File: src/design/krg_pkg.sv
`default_nettype none

package krg_pkg;

  localparam logic [31:0] SeedMul    = 32'd1664525;
  localparam logic [31:0] SeedAdd    = 32'd1013904223;
  localparam logic [31:0] LcgMul     = 32'd69069;
  localparam logic [31:0] LcgAdd     = 32'd12345;
  localparam logic [31:0] MwcMul     = 32'd698769069;
  localparam int unsigned XsShiftA   = 13;
  localparam int unsigned XsShiftB   = 17;
  localparam int unsigned XsShiftC   = 5;
  localparam logic [31:0] LcgStart   = 32'd123456789;
  localparam logic [31:0] XsStart    = 32'd362436000;
  localparam logic [31:0] MwcStart   = 32'd521288629;
  localparam logic [31:0] CarryStart = 32'd7654321;

  localparam int unsigned NumWords = 4;
  localparam int unsigned WordSelW = $clog2(NumWords);

  typedef enum logic [WordSelW-1:0] {
    WORD_LCG   = 2'd0,
    WORD_XS    = 2'd1,
    WORD_MWC   = 2'd2,
    WORD_CARRY = 2'd3
  } word_sel_e;

  typedef struct packed {
    logic      load_req;
    logic      seed_load;
    logic      seed_step;
    word_sel_e seed_sel;
    logic      advance;
    logic      sum;
    logic      scale;
    logic      emit;
  } krg_cmd_t;

  typedef struct packed {
    logic out_busy;
    logic scaled;
  } krg_status_t;

endpackage

`default_nettype wire

File: src/design/krg_ctrl.sv
`default_nettype none

module krg_ctrl
  import krg_pkg::*;
(
  input  wire         clk_i,
  input  wire         rst_ni,
  input  wire         req_valid_i,
  output logic        req_ready_o,
  input  wire         cfg_valid_i,
  output logic        cfg_ready_o,
  input  krg_status_t status_i,
  output krg_cmd_t    cmd_o
);

  typedef enum logic [5:0] {
    ST_IDLE  = 6'b000001,
    ST_SEED  = 6'b000010,
    ST_ADV   = 6'b000100,
    ST_SUM   = 6'b001000,
    ST_SCALE = 6'b010000,
    ST_EMIT  = 6'b100000
  } state_e;

  state_e               state_q, state_d;
  logic [WordSelW-1:0]  cnt_q, cnt_d;
  logic                 req_fire;
  logic                 cfg_fire;

  assign cfg_ready_o = (state_q == ST_IDLE);
  assign req_ready_o = (state_q == ST_IDLE) && !cfg_valid_i;
  assign cfg_fire    = cfg_valid_i && cfg_ready_o;
  assign req_fire    = req_valid_i && req_ready_o;

  always_comb begin
    state_d = state_q;
    cnt_d   = cnt_q;
    cmd_o   = '0;
    unique case (state_q)
      ST_IDLE: begin
        priority if (cfg_fire) begin
          cmd_o.seed_load = 1'b1;
          cnt_d           = '0;
          state_d         = ST_SEED;
        end else if (req_fire) begin
          cmd_o.load_req = 1'b1;
          state_d        = ST_ADV;
        end else begin
          state_d = ST_IDLE;
        end
      end
      ST_SEED: begin
        cmd_o.seed_step = 1'b1;
        cmd_o.seed_sel  = word_sel_e'(cnt_q);
        cnt_d           = cnt_q + 1'b1;
        if (cnt_q == WordSelW'(NumWords - 1)) begin
          state_d = ST_IDLE;
        end
      end
      ST_ADV: begin
        cmd_o.advance = 1'b1;
        state_d       = ST_SUM;
      end
      ST_SUM: begin
        cmd_o.sum = 1'b1;
        state_d   = status_i.scaled ? ST_SCALE : ST_EMIT;
      end
      ST_SCALE: begin
        cmd_o.scale = 1'b1;
        state_d     = ST_EMIT;
      end
      ST_EMIT: begin
        if (!status_i.out_busy) begin
          cmd_o.emit = 1'b1;
          state_d    = ST_IDLE;
        end
      end
      default: begin
        state_d = ST_IDLE;
      end
    endcase
  end

  always_ff @(posedge clk_i or negedge rst_ni) begin
    if (!rst_ni) begin
      state_q <= ST_IDLE;
      cnt_q   <= '0;
    end else begin
      state_q <= state_d;
      cnt_q   <= cnt_d;
    end
  end

endmodule

`default_nettype wire

File: config.mk
export PLATFORM = sky130hd
export DESIGN_NAME = krg_ctrl
export DESIGN_NICKNAME = d
export VERILOG_FILES = /design/src/design/krg_pkg.sv /design/src/design/krg_ctrl.sv
export SDC_FILE = /design/constraint.sdc
export NUM_CORES = 1
export LEC_CHECK = 0
export BUFFER_PORTS_ARGS = -buffer_cell sky130_fd_sc_hd__clkbuf_2
export CAP_MARGIN = 20
export CORE_AREA = 2 2 39 41
export CTS_BUF_LIST = sky130_fd_sc_hd__clkbuf_4 sky130_fd_sc_hd__clkbuf_8 sky130_fd_sc_hd__clkbuf_16
export DETAILED_ROUTE_END_ITERATION = 8
export DIE_AREA = 0 0 41 43
export GPL_ROUTABILITY_DRIVEN = 1
export PLACE_DENSITY = 0.65
export SYNTH_ARGS = -nofsm -noshare
export SYNTH_HDL_FRONTEND = slang
export SYNTH_SLANG_ARGS = --single-unit
File: constraint.sdc
create_clock -name clk_i -period 1.37 [get_ports clk_i]
set_input_delay 0.274 -clock clk_i [delete_from_list [all_inputs] [get_ports clk_i]]
set_output_delay 0.274 -clock clk_i [all_outputs]
set_load 0.02 [all_outputs]
==> summary by stage <==
Status
The flow ran to the end, but the final reports show violations. The final reports fail on negative setup slack.

Floorplan
The floorplan step defined a die boundary enclosing 0.00176 mm2. For this configuration, the core starts out at a cell density of 36.5%. The cell row count is 14.

The I/O pin total is 17. The region available for standard cell placement spans 0.00138 mm2. Measured along the x axis, the die boundary spans around 40 um.

The vertical extent of the die is 43 um.

Detailed routing
The number of DRC markers in iteration 0 is 4. After detailed routing, the number of vias per cell comes to 5.08. The total DRC errors in the routed layout is 0. The final routed wire length divided by cell count is between 10 and 15 um. The routed design has about 1200 um of wire.

The number of iterations in the first detailed-routing pass is 4. The count of antenna-violating nets left after detailed routing is 0. The routed layout has 498 vias.

Placement
Summed over all nets, the half-perimeter wirelength after detailed placement is ~840 um. OpenSTA, run right after detailed placement, puts the worst setup slack at -0.240 ns. Routability-driven placement finished with a final weighted congestion of 0.719.

The number of placed instances, taps included is 90. The number of buffer cells added on primary ports is 16.

Final layout
The final core utilization is 67.5%. For this run, the post-layout net count is 90. Counting the fill cells in the layout gives approximately 100. From synthesis to final layout, the design area changed by 84.9%. The finished layout holds 98 standard cells, fillers aside. The number of inserted diodes is 0. The share of final-layout standard cells stronger than drive strength 1 is about two thirds.

Critical path
The critical path startpoint category is a flip-flop. The critical path runs through a total of 3 cells. The startpoint identified for the worst register-to-register timing path is state_q[5]. STA puts the critical path data required time at 1.10 ns. On the critical path the largest part of the delay comes from simple AND/OR/NAND/NOR gates.

The slowest stage of the critical path is the sky130_fd_sc_hd__or4_4 cell. In this run the worst path has a maximum fanout of 3. The largest single stage delay on the critical path is 0.54 ns. Data arrives at the worst endpoint at 1.62 ns. The launch point of the critical path is state_q[5]. The setup path with the least slack is of type reg2out. The endpoint of the most critical register-to-register path is state_q[4]. The path depth of the worst reg2reg path is 4. Traced cell by cell, the critical path runs through or4_4 -> nor3b_4 -> clkbuf_8. Across all register-to-register paths, the minimum setup slack is -0.14 ns. In this run the worst setup path terminates at cmd_o[2]. The critical path endpoint category is an output pin. Together, buffers and inverters on the worst path number 1.

Synthesis
Counting every instance in the synthesized netlist gives 49. Sequential elements use roughly 40% of the synthesized area. The top cell type by area accounts for 34.7% of the synthesized area. The net count after synthesis is between 50 and 60. Summed over all instances, the cell type with the most area after synthesis is sky130_fd_sc_hd__dfrtp_1. Summing every instance area after synthesis gives around 510 um2. The Yosys step of the flow raised 0 warnings. Dividing the synthesized area by the synthesized cell count gives 10.3 um2.

In this run, synthesis produced a sequential element count of 8. The number of distinct library cell variants in the gate-level netlist after synthesis is 28. Sorting the synthesized cells by area gives the leading types as sky130_fd_sc_hd__dfrtp_1 35%, sky130_fd_sc_hd__nor3b_1 5.9%, sky130_fd_sc_hd__dfstp_2 5.2%, sky130_fd_sc_hd__nor4_4 4.2%, sky130_fd_sc_hd__and2_1 3.7%.

Power and ir drop
In this run the power density over the cells is around 1600 mW/mm2. The analysis attributes to cell leakage a power of 0.468 nW. IR analysis of the VDD net gives a maximum drop of 0.000954 V.

Timing
The setup slack after layout is -0.522 ns. For this run, the top clock speed supported by timing is 0.529 GHz. The final hold violation count is 0. The number of setup violations in the final report is 15. The relative slew slack is between 80% and 90%.

Setup repair after global routing could not meet its margin everywhere. Across the routed clock network, the largest skew measured is 0.00701 ns. For the pin with the worst max-slew slack, the measured transition is 0.241 ns. The worst path in the final design needs a cycle of 1.89 ns, including I/O delays and setup.

The period utilization is 138%. The max-slew violation count is 0.

Clock network
The CTS tree is built. After clock tree synthesis, the clock-pin slew on the worst setup and hold paths is 0.06 ns. The maximum clock path buffer count is 2. The maximum level of the CTS H-tree is 1. The clock drives 8 sinks. At the later pin of the worst-skew pair, clock insertion delay measures 0.25 ns. The number of clock buffers added by TritonCTS is 3.

The root buffer cell is sky130_fd_sc_hd__clkbuf_4.

Min path
The min-delay analysis places its worst path in the category in2reg. The worst hold path was traced through 2 stages.

Job
The total of max-cap violations is 0.

Global routing
Global routing used ~15% of the available tracks. The total global routing overflow is 0. The initial antenna violation count is 0.

The via count of the first global-routing pass is 466. The first global-routing pass estimated roughly 1800 um of wire. Entering global routing, the biggest net connects 9 pins.
[power breakdown]
part	internal, mW	switching [mW]	leakage, nW
combinational	0.511	0.428	0.346
clock	0.131	0.0796	0.0184
sequential	0.311	0.0529	0.104
[registers in the layout, indices dropped and copies added, names as in the netlist]
register  flops
cnt_q         2
state_q       6
[worst reg2reg max path, stage by stage (launching register included)]
cell	delay, ns
sky130_fd_sc_hd__dfrtp_1	0.42
sky130_fd_sc_hd__or4_4	0.54
sky130_fd_sc_hd__nor3b_4	0.22
sky130_fd_sc_hd__buf_4	0.14
sky130_fd_sc_hd__and2_1	0.11
[logic make-up (layout without fill, tap and decap cells)]
family	Yosys count	count (layout)	share of synthesized area [%]
multiplexers	1	1	2.23
flip-flops	8	8	39.9
adder cells (fa/ha/maj)	1	1	2.47
XOR/XNOR	1	1	1.73
buffers and inverters	4	37	3.71
AND/OR/NAND/NOR	26	26	37.9
AO/OA/AOI/OAI	8	8	12.1
[cells in the mapped netlist (all sizes together)]
cell	instances
a21o	1
nand2b	1
o21ai	2
dfstp	1
and4	1
inv	3
a211o	1
and3b	1
and2	3
o211a	1
a22o	1
nor2	5
and3	3
a211oi	1
nand3b	1
or4	1
nor4	1
mux2	1
nand3	1
xor2	1
nor3	1
nor3b	5
ha	1
buf	1
nor2b	2
o2bb2ai	1
dfrtp	7
[metrics by stage]
step | instance area, um2 | hold WS [ns] | setup TNS (ns) | power [mW]
finish | 935 | 0.254 | -4.75 | 1.51
global route | 935 | 0.236 | -5.82 | 1.62
CTS | 885 | 0.254 | -4.60 | 1.43
detailed placement | 699 | 0.129 | -1.52 | 1.03
global placement | 699 | 0.124 | -1.37 | 1.02
floorplan | 532 | -0.0216 | -1.05 | 0.808
[cell type report]
cell class                      instances  area (um2)  share of cell area (%)
Clock buffer                            4        30.0                    3.21
Multi-Input combinational cell         37         374                    40.0
Timing Repair Buffer                   30         297                    31.7
Tap cell                               16        20.0                    2.14
Sequential cell                         8         203                    21.7
Inverter                                3        11.3                    1.20
[worst min-delay path by stage]
stage	from	slack (ns)	end
after floorplan	rst_ni	-0.02	cnt_q[0]
after global placement	rst_ni	0.12	state_q[2]
after detailed placement	rst_ni	0.13	state_q[2]
after CTS	status_i[0]	0.25	state_q[4]
after global routing	status_i[0]	0.24	state_q[4]
final	status_i[0]	0.25	state_q[4]
[routing by layer]
layer | vias up | routed length (um) | part of all wire [%] | global-route usage [%]
met3 | 0 | 54 | 4.5 | 7.85
li1 | 243 | - | - | -
met1 | 244 | 503 | 42 | 17.1
met2 | 11 | 646 | 54 | 25.6
met4 | 0 | 0 | 0 | 2.00
met5 | - | 0 | 0 | 0
[cell usage in the layout, fill, tap and decap left out, types with 2 or more instances in the layout]
cell type / count
sky130_fd_sc_hd__and2_4: 2
sky130_fd_sc_hd__and3_4: 3
sky130_fd_sc_hd__buf_4: 10
sky130_fd_sc_hd__buf_6: 5
sky130_fd_sc_hd__buf_8: 5
sky130_fd_sc_hd__clkbuf_2: 5
sky130_fd_sc_hd__clkbuf_4: 4
sky130_fd_sc_hd__clkbuf_8: 4
sky130_fd_sc_hd__dfrtp_1: 6
sky130_fd_sc_hd__inv_1: 3
sky130_fd_sc_hd__nor2_1: 3
sky130_fd_sc_hd__nor2_2: 2
sky130_fd_sc_hd__nor2b_4: 2
sky130_fd_sc_hd__nor3b_1: 2
sky130_fd_sc_hd__nor3b_4: 3
[repair_timing]
item,CTS,global route
gates resized for setup,33,16
hold buffers,1,0
pin swaps,4,4
setup buffers,3,2
endpoints found under the setup margin,15,17
endpoints found under the hold margin,7,0
Power figures use the tool's default switching activity.
